## config.mk

```make
export PLATFORM = sky130hd
export DESIGN_NAME = stop_and_wait_partial_reliability_arq
export DESIGN_NICKNAME = d
export VERILOG_FILES = /design/src/rtl/saw_pkg.sv /design/src/rtl/saw_core.sv /design/src/rtl/saw_outq.sv /design/src/rtl/stop_and_wait_partial_reliability_arq.sv
export SDC_FILE = /design/constraint.sdc
export NUM_CORES = 1
export LEC_CHECK = 0
export BUFFER_PORTS_ARGS = -buffer_cell sky130_fd_sc_hd__buf_2
export CORE_MARGIN = 1.5
export CORE_UTILIZATION = 40
export DETAILED_ROUTE_END_ITERATION = 12
export PLACE_DENSITY_LB_ADDON = 0.08
export RECOVER_POWER = 100
export SLEW_MARGIN = 25
export SYNTH_ARGS = -nofsm -noshare
export SYNTH_HDL_FRONTEND = slang
export SYNTH_SLANG_ARGS = --single-unit
```

## constraint.sdc

```tcl
create_clock -name clk_i -period 5.18 [get_ports clk_i]
set_clock_uncertainty 0.1 [all_clocks]
set_input_delay 1.295 -clock clk_i [delete_from_list [all_inputs] [get_ports clk_i]]
set_output_delay 1.295 -clock clk_i [all_outputs]
set_load 0.03 [all_outputs]
```

## src/rtl/saw_pkg.sv

```systemverilog
// ----------------------------------------------------------------------------
// Stop-and-wait ARQ package
// Types and constants shared by the ARQ engine, its result queue and top level.
// ----------------------------------------------------------------------------
package saw_pkg;

  localparam int unsigned PCT_FULL   = 100;
  localparam int unsigned OUTQ_DEPTH = 4;
  localparam int unsigned OUTQ_PTR_W = $clog2(OUTQ_DEPTH);
  localparam int unsigned OUTQ_CNT_W = $clog2(OUTQ_DEPTH + 1);

  localparam logic [6:0] LOSS_THR_RST = 7'd20;
  localparam logic [7:0] RETRY_RST    = 8'd10;

  typedef enum logic [1:0] {
    FUNC_SEND    = 2'd0,
    FUNC_PDU     = 2'd1,
    FUNC_TIMEOUT = 2'd2
  } func_e;

  typedef enum logic [1:0] {
    KIND_DATA     = 2'd0,
    KIND_ACK      = 2'd1,
    KIND_DELIVER  = 2'd2,
    KIND_FINISHED = 2'd3
  } kind_e;

  typedef enum logic [1:0] {
    STATUS_DELIVERED   = 2'd0,
    STATUS_UNCONFIRMED = 2'd1,
    STATUS_FAILED      = 2'd2
  } status_e;

  typedef enum logic [1:0] {
    CFG_LOCAL_PORT  = 2'd0,
    CFG_REMOTE_PORT = 2'd1,
    CFG_LOSS_THR    = 2'd2,
    CFG_RETRY_LIMIT = 2'd3
  } cfg_idx_e;

  typedef struct packed {
    logic [15:0] local_port;
    logic [15:0] remote_port;
    logic [6:0]  loss_thr;
    logic [7:0]  retry_limit;
  } cfg_t;

  typedef struct packed {
    logic [1:0]  func;
    logic        syn;
    logic        ack;
    logic        fin;
    logic [31:0] seq;
    logic [31:0] ack_number;
    logic [15:0] sport;
  } evt_t;

  typedef struct packed {
    kind_e       kind;
    logic        seq_out;
    logic [31:0] ack_number;
    logic [15:0] sport;
    logic [15:0] dport;
    logic        ack_flag;
    logic [1:0]  send_status;
    logic        last;
  } res_t;

endpackage

```

## src/rtl/saw_core.sv

```systemverilog
// ----------------------------------------------------------------------------
// Stop-and-wait ARQ decision core
// Holds the protocol state and the outcome window and turns one accepted
// event into zero, one or two results in the same cycle.
// ----------------------------------------------------------------------------
module saw_core #(
  parameter int unsigned WINDOW_LEN = 5
) (
  input  logic          clk_i,
  input  logic          rst_ni,
  input  logic          accept_i,
  input  saw_pkg::evt_t evt_i,
  input  saw_pkg::cfg_t cfg_i,
  output logic [1:0]    push_n_o,
  output saw_pkg::res_t res0_o,
  output saw_pkg::res_t res1_o
);
  import saw_pkg::*;

  localparam int unsigned PtrW     = (WINDOW_LEN > 1) ? $clog2(WINDOW_LEN) : 1;
  localparam int unsigned CntW     = $clog2(WINDOW_LEN + 1);
  localparam int unsigned LossStep = PCT_FULL / WINDOW_LEN;

  logic                  seq_bit_q, seq_bit_d;
  logic                  waiting_q, waiting_d;
  logic                  out_seq_q, out_seq_d;
  logic [7:0]            made_q, made_d;
  logic [7:0]            allowed_q, allowed_d;
  logic [WINDOW_LEN-1:0] window_q, window_d;
  logic [PtrW-1:0]       ptr_q, ptr_d;
  logic [CntW-1:0]       fail_cnt_q, fail_cnt_d;

  logic [7:0] loss_pct;
  logic [7:0] retry_eff;
  logic       rec_en;
  logic       rec_ok;
  logic       ack_match;
  logic       flags_clear;
  res_t       data_res;
  res_t       fin_res;
  res_t       ack_res;
  res_t       dlv_res;

  // The window keeps a running failure count, so no population count is needed.
  assign loss_pct  = 8'(fail_cnt_q) * 8'(LossStep);
  assign retry_eff = (cfg_i.retry_limit == 8'd0) ? 8'd1 : cfg_i.retry_limit;

  assign ack_match   = !evt_i.syn && evt_i.ack && !evt_i.fin &&
                       (evt_i.ack_number == {31'd0, out_seq_q});
  assign flags_clear = !evt_i.syn && !evt_i.ack && !evt_i.fin;

  always_comb begin
    data_res       = '0;
    data_res.kind  = KIND_DATA;
    data_res.sport = cfg_i.local_port;
    data_res.dport = cfg_i.remote_port;
    data_res.last  = 1'b1;

    fin_res      = '0;
    fin_res.kind = KIND_FINISHED;
    fin_res.last = 1'b1;

    ack_res            = '0;
    ack_res.kind       = KIND_ACK;
    ack_res.ack_number = evt_i.seq;
    ack_res.sport      = cfg_i.local_port;
    ack_res.dport      = evt_i.sport;
    ack_res.ack_flag   = 1'b1;
    ack_res.last       = 1'b1;

    dlv_res      = '0;
    dlv_res.kind = KIND_DELIVER;
  end

  always_comb begin
    seq_bit_d = seq_bit_q;
    waiting_d = waiting_q;
    out_seq_d = out_seq_q;
    made_d    = made_q;
    allowed_d = allowed_q;
    rec_en    = 1'b0;
    rec_ok    = 1'b0;
    push_n_o  = 2'd0;
    res0_o    = data_res;
    res1_o    = ack_res;

    unique case (evt_i.func)
      FUNC_SEND: begin
        if (!waiting_q) begin
          allowed_d       = (loss_pct < {1'b0, cfg_i.loss_thr}) ? 8'd1 : retry_eff;
          out_seq_d       = seq_bit_q;
          seq_bit_d       = ~seq_bit_q;
          made_d          = 8'd1;
          waiting_d       = 1'b1;
          res0_o          = data_res;
          res0_o.seq_out  = seq_bit_q;
          push_n_o        = 2'd1;
        end
      end
      FUNC_PDU, FUNC_TIMEOUT: begin
        if (waiting_q) begin
          push_n_o = 2'd1;
          if (evt_i.func == FUNC_PDU && ack_match) begin
            rec_en             = 1'b1;
            rec_ok             = 1'b1;
            waiting_d          = 1'b0;
            res0_o             = fin_res;
            res0_o.send_status = STATUS_DELIVERED;
          end else if (made_q < allowed_q) begin
            // Attempts remain: retransmit the outstanding PDU.
            made_d         = made_q + 8'd1;
            res0_o         = data_res;
            res0_o.seq_out = out_seq_q;
          end else begin
            rec_en             = 1'b1;
            waiting_d          = 1'b0;
            res0_o             = fin_res;
            res0_o.send_status = (allowed_q == 8'd1) ? STATUS_UNCONFIRMED : STATUS_FAILED;
          end
        end else if (evt_i.func == FUNC_PDU && flags_clear) begin
          if (evt_i.seq == {31'd0, seq_bit_q}) begin
            seq_bit_d = ~seq_bit_q;
            res0_o    = dlv_res;
            res1_o    = ack_res;
            push_n_o  = 2'd2;
          end else begin
            res0_o   = ack_res;
            push_n_o = 2'd1;
          end
        end
      end
      default: begin
      end
    endcase
  end

  always_comb begin
    window_d   = window_q;
    ptr_d      = ptr_q;
    fail_cnt_d = fail_cnt_q;
    if (rec_en) begin
      window_d[ptr_q] = rec_ok;
      if (rec_ok && !window_q[ptr_q]) begin
        fail_cnt_d = fail_cnt_q - 1'b1;
      end else if (!rec_ok && window_q[ptr_q]) begin
        fail_cnt_d = fail_cnt_q + 1'b1;
      end
      ptr_d = (ptr_q == PtrW'(WINDOW_LEN - 1)) ? '0 : ptr_q + 1'b1;
    end
  end

  always_ff @(posedge clk_i or negedge rst_ni) begin
    if (!rst_ni) begin
      seq_bit_q  <= 1'b0;
      waiting_q  <= 1'b0;
      out_seq_q  <= 1'b0;
      made_q     <= 8'd0;
      allowed_q  <= 8'd0;
      window_q   <= '1;
      ptr_q      <= '0;
      fail_cnt_q <= '0;
    end else if (accept_i) begin
      seq_bit_q  <= seq_bit_d;
      waiting_q  <= waiting_d;
      out_seq_q  <= out_seq_d;
      made_q     <= made_d;
      allowed_q  <= allowed_d;
      window_q   <= window_d;
      ptr_q      <= ptr_d;
      fail_cnt_q <= fail_cnt_d;
    end
  end

  assert property (@(posedge clk_i) disable iff (!rst_ni)
    waiting_q |-> (allowed_q != 8'd0) && (made_q <= allowed_q))
    else $error("attempt count out of range while waiting");

  assert property (@(posedge clk_i) disable iff (!rst_ni)
    (fail_cnt_q <= CntW'(WINDOW_LEN)) && (ptr_q <= PtrW'(WINDOW_LEN - 1)))
    else $error("outcome window bookkeeping out of range");

  assert property (@(posedge clk_i) disable iff (!rst_ni)
    (accept_i && !waiting_q && evt_i.func == FUNC_SEND) |=>
      waiting_q && (out_seq_q != seq_bit_q) && (made_q == 8'd1))
    else $error("send request did not start a wait");

endmodule

```

## src/rtl/saw_outq.sv

```systemverilog
// ----------------------------------------------------------------------------
// Stop-and-wait ARQ result queue
// Small FIFO that takes up to two results per cycle and hands out one per
// transfer; it separates the event side from the result side.
// ----------------------------------------------------------------------------
module saw_outq (
  input  logic          clk_i,
  input  logic          rst_ni,
  input  logic [1:0]    push_n_i,
  input  saw_pkg::res_t res0_i,
  input  saw_pkg::res_t res1_i,
  output logic          stall_o,
  input  logic          pop_i,
  output logic          valid_o,
  output saw_pkg::res_t head_o
);
  import saw_pkg::*;

  res_t                  mem [OUTQ_DEPTH];
  logic [OUTQ_PTR_W-1:0] wr_ptr_q, wr_ptr_d;
  logic [OUTQ_PTR_W-1:0] rd_ptr_q, rd_ptr_d;
  logic [OUTQ_CNT_W-1:0] count_q, count_d;
  logic                  pop;

  // Room for two results is always kept before another event is taken.
  assign stall_o = (count_q > OUTQ_CNT_W'(OUTQ_DEPTH - 2));
  assign valid_o = (count_q != '0);
  assign head_o  = mem[rd_ptr_q];
  assign pop     = pop_i && valid_o;

  always_comb begin
    wr_ptr_d = wr_ptr_q + OUTQ_PTR_W'(push_n_i);
    rd_ptr_d = pop ? rd_ptr_q + 1'b1 : rd_ptr_q;
    count_d  = count_q + OUTQ_CNT_W'(push_n_i) - OUTQ_CNT_W'(pop);
  end

  always_ff @(posedge clk_i) begin
    if (push_n_i != 2'd0) begin
      mem[wr_ptr_q] <= res0_i;
    end
    if (push_n_i == 2'd2) begin
      mem[wr_ptr_q + 1'b1] <= res1_i;
    end
  end

  always_ff @(posedge clk_i or negedge rst_ni) begin
    if (!rst_ni) begin
      wr_ptr_q <= '0;
      rd_ptr_q <= '0;
      count_q  <= '0;
    end else begin
      wr_ptr_q <= wr_ptr_d;
      rd_ptr_q <= rd_ptr_d;
      count_q  <= count_d;
    end
  end

  assert property (@(posedge clk_i) disable iff (!rst_ni)
    count_q <= OUTQ_CNT_W'(OUTQ_DEPTH))
    else $error("result queue fill level above depth");

  assert property (@(posedge clk_i) disable iff (!rst_ni)
    (push_n_i != 2'd0) |-> (count_q + OUTQ_CNT_W'(push_n_i) <= OUTQ_CNT_W'(OUTQ_DEPTH)))
    else $error("result queue overflow");

  assert property (@(posedge clk_i) disable iff (!rst_ni)
    (count_q == OUTQ_CNT_W'(OUTQ_DEPTH)) || (OUTQ_PTR_W'(count_q) == wr_ptr_q - rd_ptr_q))
    else $error("result queue pointers disagree with fill level");

endmodule

```

## src/rtl/stop_and_wait_partial_reliability_arq.sv

```systemverilog
// ----------------------------------------------------------------------------
// Stop-and-wait ARQ with partial reliability
// Top level: configuration registers, decision core and result queue.
// ----------------------------------------------------------------------------
// Results are registered in the result queue and offered in order from its head.
// One event per cycle is taken while the result queue does not stall; the decision
// core settles each event in the cycle it is taken, and only the result queue's
// one-per-cycle drain limits the rate, so an in-order data PDU yields two results
// (deliver plus ACK). Reset clears all protocol state at once and marks every
// outcome window entry as acknowledged; events are taken right after reset.
module stop_and_wait_partial_reliability_arq #(
  parameter int unsigned WINDOW_LEN = 5
) (
  input  logic        clk_i,
  input  logic        rst_ni,

  input  logic        cfg_valid_i,
  output logic        cfg_ready_o,
  input  logic [1:0]  cfg_index_i,
  input  logic [15:0] cfg_data_i,

  input  logic        in_valid_i,
  output logic        in_stall_o,
  input  logic [1:0]  func_i,
  input  logic        pdu_syn_i,
  input  logic        pdu_ack_i,
  input  logic        pdu_fin_i,
  input  logic [31:0] pdu_seq_i,
  input  logic [31:0] pdu_ack_number_i,
  input  logic [15:0] pdu_source_port_i,

  output logic        out_valid_o,
  input  logic        out_stall_i,
  output logic [1:0]  kind_o,
  output logic        seq_out_o,
  output logic [31:0] ack_number_out_o,
  output logic [15:0] source_port_out_o,
  output logic [15:0] dest_port_out_o,
  output logic        ack_flag_out_o,
  output logic [1:0]  send_status_o,
  output logic        last_o
);
  import saw_pkg::*;

  cfg_t       cfg_q;
  evt_t       evt;
  logic       accept;
  logic [1:0] push_n;
  res_t       res0;
  res_t       res1;
  res_t       head;

  assign cfg_ready_o = 1'b1;

  always_ff @(posedge clk_i or negedge rst_ni) begin
    if (!rst_ni) begin
      cfg_q.local_port  <= 16'd0;
      cfg_q.remote_port <= 16'd0;
      cfg_q.loss_thr    <= LOSS_THR_RST;
      cfg_q.retry_limit <= RETRY_RST;
    end else if (cfg_valid_i && cfg_ready_o) begin
      unique case (cfg_index_i)
        CFG_LOCAL_PORT:  cfg_q.local_port  <= cfg_data_i;
        CFG_REMOTE_PORT: cfg_q.remote_port <= cfg_data_i;
        CFG_LOSS_THR:    cfg_q.loss_thr    <= cfg_data_i[6:0];
        CFG_RETRY_LIMIT: cfg_q.retry_limit <= cfg_data_i[7:0];
        default: begin
        end
      endcase
    end
  end

  assign accept = in_valid_i && !in_stall_o;

  assign evt = {func_i, pdu_syn_i, pdu_ack_i, pdu_fin_i, pdu_seq_i, pdu_ack_number_i,
                pdu_source_port_i};

  saw_core #(
    .WINDOW_LEN(WINDOW_LEN)
  ) u_core (
    .clk_i    (clk_i),
    .rst_ni   (rst_ni),
    .accept_i (accept),
    .evt_i    (evt),
    .cfg_i    (cfg_q),
    .push_n_o (push_n),
    .res0_o   (res0),
    .res1_o   (res1)
  );

  saw_outq u_outq (
    .clk_i    (clk_i),
    .rst_ni   (rst_ni),
    .push_n_i (accept ? push_n : 2'd0),
    .res0_i   (res0),
    .res1_i   (res1),
    .stall_o  (in_stall_o),
    .pop_i    (!out_stall_i),
    .valid_o  (out_valid_o),
    .head_o   (head)
  );

  assign kind_o            = head.kind;
  assign seq_out_o         = head.seq_out;
  assign ack_number_out_o  = head.ack_number;
  assign source_port_out_o = head.sport;
  assign dest_port_out_o   = head.dport;
  assign ack_flag_out_o    = head.ack_flag;
  assign send_status_o     = head.send_status;
  assign last_o            = head.last;

endmodule
```

==> metrics, run 1 <==
grt ovf=0; Primary FF master, synth=edfxtp_1; DRT antenna net count=0; number of instances in the placed design=1936; flops & latches, synth=368; number of max-cap violations=3; sequential fraction of the synthesis area=60.2%; top cell type by total area after synthesis=edfxtp_1; commonest non-fill, non-tap cell in the layout=edfxtp_1; Crit path largest cell delay=0.62 ns; die area=0.0443 mm^2; final WL=45500 um; highest clock rate=227 MHz; vias=11.1k; Rel. slew slack=-29.5%; crit path time final=4.40 ns; slowest CP cell=clkbuf_1; critical-path cell list=clkbuf_1 > inv_1 > ha_1 > clkbuf_1 > or3b_2 > nor4_1 > clkbuf_1 > nand4_1 > clkbuf_1 > nand2_4 > buf_12; Initial Util=40.7%; clk buf depth=3; antenna violations before repair=2; vias in the first global route=11.5k; commonest cells after routing, fill and taps aside=edfxtp_1, clkbuf_1, buf_2; Filler cells=3800; # hold bufs at CTS=0; critical path's most frequent cell=clkbuf_1; wire per inst=22.5 um; final core occ=47.6%; Mapped Cells=1244; Boundary Pins=182; Clock Latency Late Sink=0.56 ns; Final Slew Violations=80; EDFF count, synth=256; Yosys top cell area share=44.7%; final period utilization=84.9%; DRC viols=0; Worst-path clk slew=0.06 ns; Non-Filler Instances=2019; setup_tns=0 ns; endpoint class of the critical path=flop; IR Drop Worst-Case VDD=0.000267 V; layout cells sized above 1=23.3%; Req. time, crit path=5.32 ns; Setup Viol. Count Final=0; Inserted Clock Buffers=43; core area=0.0422 mm^2; status=complete, but fails checks; synth top area cells=edfxtp_1, dfrtp_1, mux4_2; FP Rows=75; CP Max Fanout=35; post-cts sizing count=0; Max H-tree Level=2; Setup CP Type=in -> reg; Buffers on Ports=180; Hold Crit Class=reg -> reg; first-pass GRT wire length=69600 um; post-CTS setup buffers=0; Worst EP arrival=4.54 ns; leakage=7.43 nW; synth-to-layout area growth=17.0%; Via-to-Cell Ratio=5.50; Die Y=210 um; largest net degree at the start of global routing=68; Post-Syn Nets=1380; clk root buf=clkbuf_16; RePlAce Congestion=0.823; worst slew pin tran=1.94 ns; drt first pass iters=4; total track usage=20.9%; startpoint types=primary input; syn avg cell area=13.8 um^2; post-synth cell types=70; Fin. Hold Viols=0; Yosys Warn Count=0; failing checks=capacitance limit, slew limit; CTS tree=built; P per Cell Area=466 mW/mm^2; synthesized cell area=0.0172 mm^2; initial DRC count=512; clock sink count=368; Layout Nets=1581; Die X=210 um; unrepaired setup endpoints after global routing=false; post-detail-place hpwl=29200 um; total chip power=9.37 mW; Async SR Flop Fraction=22.8%
-- report_power, final --
part           internal [mW]  leakage [nW]  switching (mW)
Combinational           1.02          3.13            1.66
Clock                   1.64         0.619            1.21
Sequential              3.45          3.68           0.386
Total                   6.11          7.43            3.26
-- layer usage --
layer  GRT usage, %  wire, um  up-vias
met5              0        13        -
met4           5.99      1110        2
met3           3.81      2050       67
met2           34.0     21500      270
met1           28.8     20800     5642
li1               -         -     5119
-- layout make-up --
cell class | instances | area [um^2] | share of cell area (%)
inverter | 32 | 120 | 0.597
antenna | 1 | 2.50 | 0.0124
tap | 539 | 674 | 3.35
clock buffer | 63 | 1180 | 5.88
timing repair buffer | 229 | 1270 | 6.29
clock inverter | 16 | 126 | 0.628
multi-input combinational | 771 | 6380 | 31.7
sequential | 368 | 10400 | 51.5
-- stage by stage --
stage	area [um^2]	setup WS (ns)	hold WS [ns]
finish	20100	0.784	0.359
global placement	19000	0.572	0.341
floorplan	17200	0.502	0.321
detailed placement	19000	0.501	0.347
global route	20100	0.510	0.372
CTS	20300	1.06	0.357
-- cells in the mapped netlist (20+ instances only) --
cell type / number
o21ai_0: 26
a21boi_0: 20
nand2_1: 92
nor2_1: 79
and2_1: 132
edfxtp_1: 256
mux4_2: 71
nor4_1: 27
dfxtp_1: 28
inv_1: 32
a22o_1: 49
mux2_2: 54
dfrtp_1: 75
ha_1: 25
clkbuf_1: 36
-- path summary, 6_finish.rpt --
path / startpoint / endpoint / slack, ns / cells past startpoint
hold reg to reg: u_outq.mem[2][3] / u_outq.mem[2][3] / 0.36 / 1
setup / recovery: func_i[1] / u_outq.mem[1][65] / 0.78 / 11
hold / removal: u_outq.mem[2][3] / u_outq.mem[2][3] / 0.36 / 1
min in group asynchronous: rst_ni / cfg_q[37] / 1.18 / 1
max in group asynchronous: rst_ni / cfg_q[35] / 2.08 / 2
setup reg to reg: u_core.waiting_q / u_outq.mem[0][16] / 1.46 / 6
-- critical path: cells and delay by family --
family	cells	cell delay (ns)
adder cells (fa/ha/maj)	1	0.31
buffers and inverters	6	1.62
AND/OR/NAND/NOR	4	1.25
-- cell families after synthesis --
kind of cell	Yosys count	synth area share [%]
XOR/XNOR	13	0.662
multiplexers	134	13.4
buffers and inverters	105	2.68
flip-flops	368	60.2
adder cells (fa/ha/maj)	28	2.17
AND/OR/NAND/NOR	434	13.7
other	1	0.0218
AO/OA/AOI/OAI	161	7.22
-- state kept, by name (all words and copies together) (netlist names) --
signal and cells:
u_core.made_q 8, u_core.waiting_q 1, u_core.window_q 5, u_outq.rd_ptr_q 2, cfg_q 47, u_core.allowed_q 8, u_core.out_seq_q 1, u_outq.count_q 3
u_outq.wr_ptr_q 2, u_core.fail_cnt_q 3, u_core.ptr_q 3, u_outq.mem 284, u_core.seq_bit_q 1
No activity file was read; power rests on OpenSTA's default activity.
==> run 2: changes to the inputs <==
Clock period 5.18 ns to 4.41 ns, I/O delays scaled along.
==> metrics, run 2 (same netlist as run 1, synthesis figures left out) <==
commonest non-fill, non-tap cell in the layout=edfxtp_1 (unchanged); worst slew pin tran=1.65 ns (was 1.94 ns); Max H-tree Level=2 (unchanged); endpoint class of the critical path=output port (was flop); post-CTS setup buffers=0 (unchanged); Layout Nets=1595 (was 1581); Req. time, crit path=3.21 ns (was 5.32 ns); DRT antenna net count=0 (unchanged); P per Cell Area=555 mW/mm^2 (was 466 mW/mm^2); core area=0.0422 mm^2 (unchanged); Worst EP arrival=2.85 ns (was 4.54 ns); final WL=45700 um (was 45500 um); unrepaired setup endpoints after global routing=false (unchanged); Setup Viol. Count Final=0 (unchanged); Worst-path clk slew=0.06 ns (about the same); Setup CP Type=reg -> out (was in -> reg); max reg flops=284 (unchanged); Hold Crit Class=reg -> reg (unchanged); crit-path leading delay family=flip-flops (was buffers and inverters); largest registers=u_outq.mem: 284 flops, cfg_q: 47 flops (unchanged); final period utilization=91.9%; area of the multi-input gates=0.00635 mm^2 (was 0.00638 mm^2); status=complete, but fails checks (unchanged); setup_tns=0 ns (unchanged); Clock Latency Late Sink=0.56 ns (about the same); met1 Use GR=28.5% (was 28.8%); Crit path largest cell delay=1.07 ns (was 0.62 ns); pre-CTS WS=0.243 ns (was 0.501 ns); clk root buf=clkbuf_16 (unchanged); layout cells sized above 1=24.1% (was 23.3%); initial DRC count=672 (was 512); number of max-cap violations=1 (was 3); GR peak layer=met2 (unchanged); diode count=0 (was 1); Boundary Pins=182 (unchanged); critical-path cell list=clkbuf_2 > mux4_2 > clkbuf_1 (was clkbuf_1 > inv_1 > ha_1 > clkbuf_1 > or3b_2 > nor4_1 > clkbuf_1 > nand4_1 > clkbuf_1 > nand2_4 > buf_12); CP bufs+invs=2 (was 6); startpoint types=flop (was primary input); Via-to-Cell Ratio=5.45 (was 5.50); Final Slew Violations=62 (was 80); synth-to-layout area growth=17.8% (was 17.0%); global-route track usage on met2=36.1% (was 34.0%); # hold bufs at CTS=0 (unchanged); antenna violations before repair=1 (was 2); post-detail-place hpwl=29900 um (was 29200 um); Filler cells=3903 (was 3800); failing checks=capacitance limit, slew limit (unchanged); vias in the first global route=11.5k (about the same); vias=11.1k (about the same); Fin. Hold Viols=0 (unchanged); Rel. slew slack=-10.1% (was -29.5%); FF+latch area=0.0104 mm^2 (about the same); DRC viols=0 (unchanged); hold_ws=0.355 ns (was 0.359 ns); Setup WS post-layout=0.359 ns (was 0.784 ns); total track usage=21.2% (was 20.9%); Die Y=210 um (unchanged); Inserted Clock Buffers=43 (unchanged); Initial Util=40.7% (unchanged); clk buf depth=3 (unchanged); clock sink count=368 (unchanged); IR Drop Worst-Case VDD=0.000310 V (was 0.000267 V); commonest cells after routing, fill and taps aside=edfxtp_1, buf_2, clkbuf_1 (was edfxtp_1, clkbuf_1, buf_2); Most flops, register=u_outq.mem (unchanged); CP Max Fanout=35 (unchanged); CTS tree=built (unchanged); Buffers on Ports=180 (unchanged); crit path time final=4.05 ns; drt first pass iters=5 (was 4); FP Rows=75 (unchanged); highest clock rate=247 MHz; met3 Use GR=3.69% (was 3.81%); largest net degree at the start of global routing=62 (was 68); Die X=210 um (unchanged); first-pass GRT wire length=70400 um (was 69600 um); RePlAce Congestion=0.792 (was 0.823); leakage=7.54 nW (was 7.43 nW); wire per inst=22.5 um (about the same); grt ovf=0 (unchanged); post-cts sizing count=0 (unchanged); slowest CP cell=dfrtp_2 (was clkbuf_1); die area=0.0443 mm^2 (unchanged)
run 2: changes by cell type in the layout (fill, tap and decap cells not counted), moves of 3 or more:
cell and delta:
clkbuf_1 -3, and2_0 -10, buf_2 +3, clkinvlp_4 -3
clkbuf_2 +7, clkbuf_8 +7, and2_1 +10
run 2: worst paths after layout:
| kind | slack [ns] | startpoint | depth (start not counted) | endpoint |
|---|---|---|---|---|
| min in group asynchronous | 0.88 | rst_ni | 1 | cfg_q[37] |
| setup reg to reg | 0.54 | u_core.made_q[2] | 9 | u_outq.mem[3][13] |
| setup / recovery | 0.36 | u_outq.rd_ptr_q[1] | 3 | source_port_out_o[0] |
| hold reg to reg | 0.36 | u_outq.mem[3][1] | 2 | u_outq.mem[3][1] |
| hold / removal | 0.36 | u_outq.mem[3][1] | 2 | u_outq.mem[3][1] |
| max in group asynchronous | 1.96 | rst_ni | 2 | cfg_q[19] |
run 2: final cells by class:
type	count	share of cell area [%]
multi-input cells	771	31.3
well taps	539	3.33
inverters	32	0.599
clock inverters	14	0.562
flip-flops and latches	368	51.1
repair buffers	243	6.61
clock buffers	65	6.43
run 2: worst min-delay path, delay by kind of cell, from the launching register on:
family	cells	cell delay, ns
flip-flops	1	0.30
AND/OR/NAND/NOR	2	0.11
run 2: layer usage:
metal  wire length, um  vias up
met4               601        2
met3              2570       42
li1                  -     5142
met2             22700      308
met1             19800     5576
met5                 8        -
run 2: power by group:
| part | leakage (nW) | switching [mW] | internal [mW] | total [mW] |
|---|---|---|---|---|
| Sequential | 3.68 | 0.451 | 4.05 | 4.50 |
| Clock | 0.692 | 1.40 | 2.15 | 3.55 |
| Combinational | 3.17 | 1.96 | 1.23 | 3.19 |
| Total | 7.54 | 3.82 | 7.43 | 11.2 |
run 2: per-stage QoR:
stage          util (%)  total power, mW  std cells  area (um^2)
2_1_floorplan         -             6.74       1244        17200
4_1_cts            48.8             11.5       2031        20600
5_1_grt            48.0             11.8       2032        20300
6_report           48.0             11.2       2032        20300
3_3_place_gp       45.4             7.92       1952        19200
3_5_place_dp       45.4             7.94       1952        19200
